--- config.mk ---
export PLATFORM = sky130hd
export DESIGN_NAME = cbe_weights
export DESIGN_NICKNAME = d
export VERILOG_FILES = /design/src/rtl/cbe_weights.sv
export SDC_FILE = /design/constraint.sdc
export NUM_CORES = 2
export LEC_CHECK = 0
export ABC_AREA = 0
export BUFFER_PORTS_ARGS = -buffer_cell sky130_fd_sc_hd__buf_2
export CORE_MARGIN = 3
export CORE_UTILIZATION = 34
export DETAILED_ROUTE_END_ITERATION = 6
export PLACE_DENSITY = 0.44
export RECOVER_POWER = 100
export SYNTH_ARGS = -nofsm -noshare
export SYNTH_HDL_FRONTEND = slang
export SYNTH_SLANG_ARGS = --single-unit
--- constraint.sdc ---
create_clock -name clk -period 18.45 [get_ports clk]
set_input_delay 0.9225 -clock clk [delete_from_list [all_inputs] [get_ports clk]]
set_output_delay 0.9225 -clock clk [all_outputs]
set_load 0.01 [all_outputs]
--- src/rtl/cbe_weights.sv ---
// Bernstein weights for the three non-origin points; t and 1-t, their squares and the weights are registered in turn.
`timescale 1ns / 1ps
module cbe_weights #(
  parameter int FRAC_BITS = 12
) (
  input  logic                 clk,
  input  logic                 en,
  input  logic [FRAC_BITS:0]   t,
  output logic [FRAC_BITS+1:0] w1,
  output logic [FRAC_BITS+1:0] w2,
  output logic [FRAC_BITS:0]   w3
);
  localparam int TW = FRAC_BITS + 1;
  localparam logic [TW-1:0] ONE = TW'(1) << FRAC_BITS;

  logic [TW-1:0] t_r, s_r, tt_r, ss_r, t2_r, s2_r;
  logic [2*TW-1:0] tt_full, ss_full;
  logic [2*TW+1:0] w1_full, w2_full;
  logic [2*TW-1:0] w3_full;

  assign tt_full = t_r * t_r;
  assign ss_full = s_r * s_r;
  assign w1_full = (2*TW+2)'(t2_r) * (2*TW+2)'(ss_r) * (2*TW+2)'(3);
  assign w2_full = (2*TW+2)'(tt_r) * (2*TW+2)'(s2_r) * (2*TW+2)'(3);
  assign w3_full = tt_r * t2_r;

  always_ff @(posedge clk) begin
    if (en) begin
      t_r  <= t;
      s_r  <= ONE - t;
      tt_r <= tt_full[FRAC_BITS +: TW];
      ss_r <= ss_full[FRAC_BITS +: TW];
      t2_r <= t_r;
      s2_r <= s_r;
      w1   <= w1_full[FRAC_BITS +: TW+1];
      w2   <= w2_full[FRAC_BITS +: TW+1];
      w3   <= w3_full[FRAC_BITS +: TW];
    end
  end
endmodule

==> impl_metrics.yaml <==
sta:
  rsz0062_at_grt: "no"
  max_freq_mhz: 114
  finalCritPeriodShare_pct: 47.4
  drv_slew: 120
  maxSlewHeadroom_pct: -165
  finalCriticalPeriod_ns: 8.74
  hold_viol_final: 0
  setup_viol: 0
  finalSetupTns_ns: 0
  worstMarginPinSlew_ns: 3.98
  skew_ns: 0.0201
worst_setup_path:
  r2r_start: "t2_r[8]$_DFFE_PP_"
  slowest_delay_ns: 1.01
  r2r-end: "w1[13]$_DFFE_PP_"
  cp-endpoint: "w1[13]$_DFFE_PP_"
  cp.required_ns: 18.66
  start_kind: "flop"
  cp.arrival_ns: 8.95
  critical_path_class: "reg -> reg"
  critical_path.slowest_cell: "clkbuf_1"
  ff2ff_path_depth: 31
  critPathMostFrequentCell: "fa_1"
  end_kind: "flop"
  reg2reg_slack_ns: 9.71
  startpoint: "t2_r[8]$_DFFE_PP_"
  path_max_fanout: 26
cts:
  cts_setup_buffers: 0
  cts_buffers: 17
  htree_levels: 4
  cts_hold_buf: 0
  clockRootBuffer: "clkbuf_16"
  clkTransAtPathRegs_ns: 0.06
  clkLatencyLatePin_ns: 0.48
  clockBufferDepth: 2
  cts_tree: "yes"
  cts.sinks: 117
  ctsResizeCount: 0
finish:
  diodes: 0
  nFillCells: 8795
  nets: 4052
  syn_to_final_growth_pct: 6.77
  drive_gt1_share_pct: 2.28
synth:
  synth_edf_count: 117
  synth.cell_area_um2: 29500
  synth-async-reset-ratio_pct: 0
  synth_seq_area_share_pct: 11.9
  syn_avg_cell_area_um2: 9.48
  synth-main-ff-cell: "edfxtp_1"
  synthesis.nets: 4060
  yosysUniqueCellTypes: 64
  ys_seq_elements: 117
  postSynthCellCount: 3112
  ys_warn_count: 0
min_path:
  hp-class: "in -> reg"
placed_design:
  dp_hpwl_um: 53100
  gp_congestion: 0.783
  io_buffers: 55
drt:
  drtIter0Drc: 788
  wire_per_inst_um: 15.8
  drc: 0
  drt-pass1-iter-count: 5
  drt_wl_total_um: 67300
  vias_per_cell: 4.72
  vias: 20101
  antenna_left: 0
status:
  violations: "capacitance limit, slew limit"
  status: "finished with violations"
global_route:
  grt_start_max_net_pins: 61
  overflow: 0
  grt_pass1_wl_um: 115000
  grt_pass1_vias: 22520
  grt_usage_pct: 16.0
  antenna_found_initial: 4
floorplanning:
  fp.dieH_um: 301
  dieArea_um2: 90300
  die_x_um: 301
  boundaryPins: 56
  row_count: 107
  start_util_pct: 34.5
  core_um2: 85500
flow_run:
  cap_violations: 2
-- cells in the mapped netlist, drive strengths merged (36+ instances only) --
master	n	area share, %
xnor2	86	2.6
o21ai	38	0.64
nor2	101	1.3
edfxtp	117	12
fa	553	38
ha	380	16
clkbuf	105	1.3
xor2	36	1.1
inv	729	9.3
nand2	348	4.4
a21oi	59	1.0
and2	320	6.8
-- cell usage in the layout, fill, tap and decap left out, types with 4 or more instances in the layout --
cell       Yosys  layout
nand3_1       13      13
o21ai_0       30      33
nor2_1       101     101
a31oi_1        8       8
xor2_1        36      36
edfxtp_1     117     117
buf_4          0      19
inv_1        729     729
clkbuf_1     105      60
nand4_1        6       6
a211o_1        6       6
o21ai_1        8       5
o21a_1        32      32
clkbuf_16      0      17
fa_1         553     553
and2_0         0       4
nand2_1      348     348
a21o_1        26      26
nor3_1        22      22
o21bai_1       6       6
nor4_1         6       6
a21oi_1       57      57
xnor2_1       85      85
ha_1         380     380
a211oi_1      15      15
nand2b_1      15      15
or2_2          4       4
inv_6          0       5
and2_1       320     316
or3_1          7       7
and3_1        15      15
nor2b_1        9       9
-- worst min-delay path by stage --
stage                      start                  to  slack, ns  cells after the start
2_1_floorplan   s_r[9]$_DFFE_PP_   s2_r[9]$_DFFE_PP_       0.42                      0
3_3_place_gp   s_r[10]$_DFFE_PP_  s2_r[10]$_DFFE_PP_       0.73                      1
3_5_place_dp   s_r[10]$_DFFE_PP_  s2_r[10]$_DFFE_PP_       0.73                      1
4_1_cts                    t[12]   t_r[12]$_DFFE_PP_       0.60                      1
5_1_grt                    t[12]   t_r[12]$_DFFE_PP_       0.66                      1
6_report                   t[12]   t_r[12]$_DFFE_PP_       0.68                      1
-- through the flow --
stage / cell area [um2] / cells / setup WS (ns) / utilization [%] / hold slack (ns)
3_3_place_gp: 31000 / 4229 / 10.39 / 36.2 / 0.725
3_5_place_dp: 31000 / 4229 / 10.15 / 36.2 / 0.734
4_1_cts: 31600 / 4261 / 10.14 / 36.9 / 0.599
6_report: 31500 / 4261 / 9.71 / 36.8 / 0.684
5_1_grt: 31500 / 4261 / 8.95 / 36.8 / 0.662
2_1_floorplan: 29500 / 3112 / 10.95 / - / 0.424
-- worst max-delay path: cells and delay by family, from the launching register on --
| kind | cells | cell delay, ns |
|---|---|---|
| compound gates | 12 | 1.93 |
| xor+xnor | 2 | 0.51 |
| fa+ha+maj | 7 | 2.91 |
| buf+inv | 5 | 1.27 |
| flops | 1 | 0.33 |
| simple gates | 5 | 1.52 |
-- metal layers --
layer	up-vias	track usage, %	part of all wire, %
met2	261	27.5	48
li1	9446	-	-
met4	0	3.62	1.6
met5	-	0	0
met1	10337	21.7	47
met3	57	1.80	2.8
-- state kept, by name, summed over array words and instances, names as in the netlist --
register / cells
w1: 14
w2: 14
ss_r: 13
t2_r: 13
t_r: 13
tt_r: 13
w3: 13
s2_r: 12
s_r: 12
-- logic make-up (layout without fill, tap and decap cells) --
| logic type | count (synthesis) | in the layout | share of synthesized area (%) |
|---|---|---|---|
| compound gates | 223 | 223 | 5.13 |
| xor+xnor | 124 | 124 | 3.80 |
| fa+ha+maj | 935 | 935 | 53.7 |
| buf+inv | 834 | 839 | 10.6 |
| flops | 117 | 117 | 11.9 |
| mux | 3 | 3 | 0.115 |
| simple gates | 876 | 876 | 14.7 |
-- area by class of cell --
cell class	instances	area (um2)	area share [%]
clock buffer	18	429	1.36
sequential	117	3510	11.2
inverter	729	2740	8.69
clock inverter	14	165	0.524
tap	1144	1430	4.55
multi-input combinational	2161	22800	72.6
timing repair buffer	78	364	1.16
Power is not shown: default switching activity piles up to over one toggle a cycle in this logic, so the estimate is an artifact.
