$ cat src/rtl/cbe_pkg.sv
// Package: shared types and constants for the cubic Bezier easing block.
`timescale 1ns / 1ps
package cbe_pkg;
  localparam int IO_W = 16;
  localparam int OUT_W = 13;
  localparam int IO_FRAC = 12;

  typedef logic signed [IO_W-1:0] coord_t;

  // x-axis control points, passed down the cell chain with each item
  typedef struct packed {
    coord_t c1;
    coord_t c2;
    coord_t p3;
  } pts_t;

  localparam logic [2:0] REG_C1X = 3'd0;
  localparam logic [2:0] REG_C1Y = 3'd1;
  localparam logic [2:0] REG_C2X = 3'd2;
  localparam logic [2:0] REG_C2Y = 3'd3;
  localparam logic [2:0] REG_EX  = 3'd4;
  localparam logic [2:0] REG_EY  = 3'd5;
endpackage

$ cat src/rtl/cbe_weights.sv
// Bernstein weights for the three non-origin points; t and 1-t, their squares and the weights are registered in turn.
`timescale 1ns / 1ps
module cbe_weights #(
  parameter int FRAC_BITS = 12
) (
  input  logic                 clk,
  input  logic                 en,
  input  logic [FRAC_BITS:0]   t,
  output logic [FRAC_BITS+1:0] w1,
  output logic [FRAC_BITS+1:0] w2,
  output logic [FRAC_BITS:0]   w3
);
  localparam int TW = FRAC_BITS + 1;
  localparam logic [TW-1:0] ONE = TW'(1) << FRAC_BITS;

  logic [TW-1:0] t_r, s_r, tt_r, ss_r, t2_r, s2_r;
  logic [2*TW-1:0] tt_full, ss_full;
  logic [2*TW+1:0] w1_full, w2_full;
  logic [2*TW-1:0] w3_full;

  assign tt_full = t_r * t_r;
  assign ss_full = s_r * s_r;
  assign w1_full = (2*TW+2)'(t2_r) * (2*TW+2)'(ss_r) * (2*TW+2)'(3);
  assign w2_full = (2*TW+2)'(tt_r) * (2*TW+2)'(s2_r) * (2*TW+2)'(3);
  assign w3_full = tt_r * t2_r;

  always_ff @(posedge clk) begin
    if (en) begin
      t_r  <= t;
      s_r  <= ONE - t;
      tt_r <= tt_full[FRAC_BITS +: TW];
      ss_r <= ss_full[FRAC_BITS +: TW];
      t2_r <= t_r;
      s2_r <= s_r;
      w1   <= w1_full[FRAC_BITS +: TW+1];
      w2   <= w2_full[FRAC_BITS +: TW+1];
      w3   <= w3_full[FRAC_BITS +: TW];
    end
  end
endmodule

$ cat src/rtl/cbe_cell.sv
// One bisection cell: evaluates x at the midpoint and narrows the bracket.
`timescale 1ns / 1ps
module cbe_cell #(
  parameter int FRAC_BITS = 12
) (
  input  logic                     clk,
  input  logic                     rst_n,
  input  logic                     en,
  input  logic                     vld_in,
  input  logic [FRAC_BITS:0]       t0_in,
  input  logic [FRAC_BITS:0]       t1_in,
  input  cbe_pkg::coord_t          x_in,
  input  logic [1:0]               mode_in,
  input  cbe_pkg::pts_t            pts_in,
  output logic                     vld_out,
  output logic [FRAC_BITS:0]       t0_out,
  output logic [FRAC_BITS:0]       t1_out,
  output cbe_pkg::coord_t          x_out,
  output logic [1:0]               mode_out,
  output cbe_pkg::pts_t            pts_out
);
  import cbe_pkg::*;
  localparam int TW = FRAC_BITS + 1;
  localparam int PW = TW + 2 + IO_W;
  localparam int SW = PW + 2;
  localparam int D = 4;  // weight unit (3) + product stage (1)

  logic [TW-1:0] mid;
  logic [TW:0] wide_sum;
  logic [TW:0] w1, w2;
  logic [TW-1:0] w3;

  // item data delayed alongside the weight pipeline
  logic [D-1:0] v_d;
  logic [TW-1:0] t0_d [D], t1_d [D], m_d [D];
  coord_t x_d [D];
  logic [1:0] md_d [D];
  pts_t p_d [D];
  logic signed [PW-1:0] p1_r, p2_r, p3_r;
  logic signed [SW-1:0] sum, target;

  assign wide_sum = {1'b0, t0_in} + {1'b0, t1_in};
  assign mid = wide_sum[TW:1];

  cbe_weights #(.FRAC_BITS(FRAC_BITS)) u_w (.clk(clk), .en(en), .t(mid), .w1(w1), .w2(w2),
    .w3(w3));

  // every stage, the weight unit included, advances on the same enable
  logic [TW:0] w1_h, w2_h;
  logic [TW-1:0] w3_h;

  always_ff @(posedge clk) begin
    if (!rst_n) begin
      v_d <= '0;
    end else if (en) begin
      v_d <= {v_d[D-2:0], vld_in};
    end
  end

  always_ff @(posedge clk) begin
    if (en) begin
      t0_d[0] <= t0_in; t1_d[0] <= t1_in; m_d[0] <= mid;
      x_d[0] <= x_in; md_d[0] <= mode_in; p_d[0] <= pts_in;
      for (int i = 1; i < D; i++) begin
        t0_d[i] <= t0_d[i-1]; t1_d[i] <= t1_d[i-1]; m_d[i] <= m_d[i-1];
        x_d[i] <= x_d[i-1]; md_d[i] <= md_d[i-1]; p_d[i] <= p_d[i-1];
      end
    end
  end

  assign w1_h = w1;
  assign w2_h = w2;
  assign w3_h = w3;

  always_ff @(posedge clk) begin
    if (en) begin
      p1_r <= $signed({1'b0, w1_h}) * PW'(p_d[D-2].c1);
      p2_r <= $signed({1'b0, w2_h}) * PW'(p_d[D-2].c2);
      p3_r <= $signed({2'b0, w3_h}) * PW'(p_d[D-2].p3);
    end
  end

  assign sum = SW'(p1_r) + SW'(p2_r) + SW'(p3_r);
  assign target = SW'(x_d[D-1]) <<< FRAC_BITS;

  always_ff @(posedge clk) begin
    if (!rst_n) begin
      vld_out <= 1'b0;
    end else if (en) begin
      vld_out <= v_d[D-1];
    end
  end

  always_ff @(posedge clk) begin
    if (en) begin
      x_out <= x_d[D-1];
      mode_out <= md_d[D-1];
      pts_out <= p_d[D-1];
      if (sum < target) begin
        t0_out <= m_d[D-1];
        t1_out <= t1_d[D-1];
      end else begin
        t0_out <= t0_d[D-1];
        t1_out <= m_d[D-1];
      end
    end
  end
endmodule

$ cat config.mk
export PLATFORM = sky130hd
export DESIGN_NAME = cbe_cell
export DESIGN_NICKNAME = d
export VERILOG_FILES = /design/src/rtl/cbe_pkg.sv /design/src/rtl/cbe_weights.sv /design/src/rtl/cbe_cell.sv
export SDC_FILE = /design/constraint.sdc
export NUM_CORES = 2
export LEC_CHECK = 0
export BUFFER_PORTS_ARGS = -buffer_cell sky130_fd_sc_hd__buf_2
export CAP_MARGIN = 25
export CORE_AREA = 2 2 466 353
export DETAILED_ROUTE_END_ITERATION = 10
export DIE_AREA = 0 0 468 355
export HOLD_SLACK_MARGIN = 0.15
export SLEW_MARGIN = 5
export SYNTH_ARGS = -nofsm -noshare
export SYNTH_HDL_FRONTEND = slang
export SYNTH_SLANG_ARGS = --single-unit
$ cat constraint.sdc
create_clock -name clk -period 8 [get_ports clk]
set_input_delay 0 -clock clk [delete_from_list [all_inputs] [get_ports clk]]
set_output_delay 0 -clock clk [all_outputs]
set_load 0.02 [all_outputs]
==> flow_metrics.py <==
metrics = {
    "final_layout": {
        "multiInputGateArea_sq_um": 48200,
        "regArea_sq_um": 21000,
        "drive_above_1_share_pct": 5.72,
        "syn2layout_area_growth_pct": 10.5,
        "nets": 9182,
        "final_common_cell": "inv_1",
        "stdcell_count": 9408,
        "fillCellCount": 14300,
        "layout_common_cells": "inv_1, fa_1, edfxtp_1",
        "fin_util_pct": 51.7,
    },
    "setup_path": {
        "r2r_cells": 22,
        "reg2reg_from": "u_w.tt_r[7]$_DFFE_PP_",
        "crit_fanout": 25,
        "crit_required_ps": 8410,
        "cp-endpoint": "u_w.w2[5]$_DFFE_PP_",
        "crit_arrival_ps": 7840,
        "path_class": "reg -> reg",
        "startpoint_type": "flip-flop",
        "r2r_setup_slack_ps": 580,
        "crit_start": "u_w.tt_r[7]$_DFFE_PP_",
        "reg2reg_to": "u_w.w2[5]$_DFFE_PP_",
        "worstSetupEndpointType": "flip-flop",
    },
    "yosys": {
        "postSynth.asyncResetShare_pct": 0,
        "synth_cells": 6896,
        "synth_area_per_cell_sq_um": 10.9,
        "seq_area_frac_synth_pct": 27.8,
        "syn-num-nets": 8878,
        "synth-seq-cells": 700,
        "syn-cell-area_sq_um": 75500,
        "synth_edf_count": 695,
        "ys.flop_type": "edfxtp_1",
        "yosysWarnings": 0,
        "ys_types": 77,
    },
    "detailed_routing": {
        "wl_per_cell_microns": 17.4,
        "drt_wl_total_microns": 164000,
        "first_pass_iters": 5,
        "drc": 0,
        "vias_per_cell": 5.07,
        "drt_iter0_markers": 3090,
        "ant_nets": 0,
        "vias": 47702,
    },
    "grt": {
        "grt_use_met1_pct": 29.6,
        "grt-busiest-layer": "met2",
        "grtUsageMet3_pct": 3.15,
        "grt_use_met2_pct": 32.3,
        "grt_max_degree": 145,
        "grt_pass1_vias": 50697,
        "grt_pass1_wl_microns": 270000,
        "antenna_found_initial": 5,
        "track_usage_pct": 20.4,
        "grt_overflow": 0,
    },
    "placed_design": {
        "dp_hpwl_microns": 130000,
        "gp_congestion": 0.851,
        "dp_cells": 9075,
        "numPortBuffers": 188,
    },
    "run": {
        "maxCapViolations": 0,
    },
    "clock_network": {
        "path_clk_slew_ps": 60,
        "clock-root-buffer": "clkbuf_16",
        "clockBufferDepth": 3,
        "post_cts_buffers": 0,
        "cts_resized": 0,
        "htree_levels": 3,
        "cts_num_sinks": 700,
        "tritoncts": "built",
        "cts_buffers": 78,
        "clock_latency_ps": 740,
        "cts_hold_buf": 189,
    },
    "floorplanning": {
        "num_rows": 128,
        "core_sq_um": 161000,
        "start_util_pct": 46.7,
        "die_w_microns": 468,
        "die_area_sq_um": 166000,
        "io_pins": 189,
        "dieHeight_microns": 355,
    },
    "sta": {
        "slew_violations": 0,
        "period_share_pct": 92.8,
        "finalHoldViolations": 0,
        "setup-violations-final": 0,
        "worst_slew_pin_slew_ps": 959,
        "holdWs_ps": 356,
        "setup-tns-final_ps": 0,
        "timing.slew.headroom_pct": 36.1,
        "min_period_ps": 7420,
        "fmax_mhz": 135,
        "skew_ps": 37.7,
        "rsz0062_at_grt": "false",
    },
    "min_path": {
        "hold_path_class": "in -> reg",
    },
    "run_status": {
        "status": "completed",
    },
}
[worst min path at each step]
stage	start	end	slack (ps)	cells past startpoint
2_1_floorplan	mode_in[0]	md_d[0][0]$_DFFE_PP_	100	0
3_3_place_gp	pts_in[15]	p_d[0][15]$_DFFE_PP_	180	1
3_5_place_dp	pts_in[10]	p_d[0][10]$_DFFE_PP_	180	1
4_1_cts	t1_in[1]	u_w.s_r[0]$_DFFE_PP_	290	3
5_1_grt	t1_in[1]	u_w.s_r[0]$_DFFE_PP_	340	3
6_report	t1_in[1]	u_w.s_r[0]$_DFFE_PP_	360	3
[critical path, cell delays in order (launching register included)]
cell and delay, ps:
edfxtp_1 910, nand2_1 170, fa_1 600, fa_1 450
fa_1 540, inv_1 50, fa_1 490, inv_1 50
fa_1 470, inv_1 40, ha_1 200, or4_1 520
o22a_1 220, a21o_1 190, a21oi_1 170, xnor2_1 170
ha_1 320, a41oi_1 210, o21ai_0 160, o21ai_0 310
nand2b_1 120, and2_1 200, nor2_1 540
[metal layers]
metal	part of all wire, %	vias to the layer above
li1	-	22274
met1	47	24271
met2	46	986
met3	5.3	169
met4	2.2	2
met5	0.0079	-
[sequential cells by signal, summed over array words and instances (netlist names)]
| signal | flops |
|---|---|
| u_w.tt_r | 13 |
| u_w.w3 | 13 |
| p1_r | 31 |
| md_d | 8 |
| u_w.s_r | 13 |
| t1_d | 52 |
| p2_r | 31 |
| u_w.s2_r | 13 |
| x_out | 16 |
| x_d | 64 |
| t0_d | 52 |
| vld_out | 1 |
| t0_out | 13 |
| u_w.ss_r | 13 |
| m_d | 50 |
| u_w.w1 | 14 |
| p_d | 192 |
| mode_out | 2 |
| p3_r | 30 |
| t1_out | 13 |
| pts_out | 48 |
| u_w.w2 | 14 |
| v_d | 4 |
[kinds of logic after synthesis]
logic type               share of synthesized area, %
AND/OR/NAND/NOR                                  11.7
AO/OA/AOI/OAI                                    5.34
XOR/XNOR                                         2.90
adder cells (fa/ha/maj)                          43.4
buffers and inverters                            8.42
flip-flops                                       27.8
multiplexers                                    0.468
[synth_stat cells, types with 6 or more instances]
library cell	n	area, sq um
xor2_1	67	587
a211oi_1	17	128
nand4_1	20	125
o21ai_0	57	285
and2_1	675	4220
nand3_1	34	170
o2111ai_1	9	78.8
inv_1	1477	5540
o21ai_1	20	100
edfxtp_1	695	20900
mux2i_1	33	330
and3_1	19	119
nand2_1	690	2590
ha_1	664	8310
fa_1	1222	24500
a31oi_1	20	125
nor2b_1	39	244
nand2b_1	21	131
a21oi_1	181	906
o211ai_1	14	105
nor2_1	144	541
a21boi_1	6	45.0
buf_1	6	22.5
a21o_1	71	533
nor3_1	55	275
or2_2	9	56.3
o21bai_1	24	180
clkbuf_1	210	788
o21a_1	37	278
a221o_1	29	290
xnor2_1	176	1540
a221oi_1	30	263
or3_1	18	113
o31ai_1	8	60.1
[final cells by class]
class | count | share of cell area [%]
Antenna cell | 2 | 0.00600
Clock buffer | 82 | 2.38
Clock inverter | 59 | 0.812
Inverter | 1477 | 6.65
Multi-Input combinational cell | 4503 | 57.7
Sequential cell | 700 | 25.1
Tap cell | 2145 | 3.22
Timing Repair Buffer | 440 | 4.04
[metrics by stage]
stage,area [sq um],setup slack [ps]
6_report,83400,575
5_1_grt,83400,73.3
4_1_cts,83400,604
3_5_place_dp,78800,612
3_3_place_gp,78800,672
2_1_floorplan,75500,1150
Power is not shown: default switching activity piles up to over one toggle a cycle in this logic, so the estimate is an artifact.
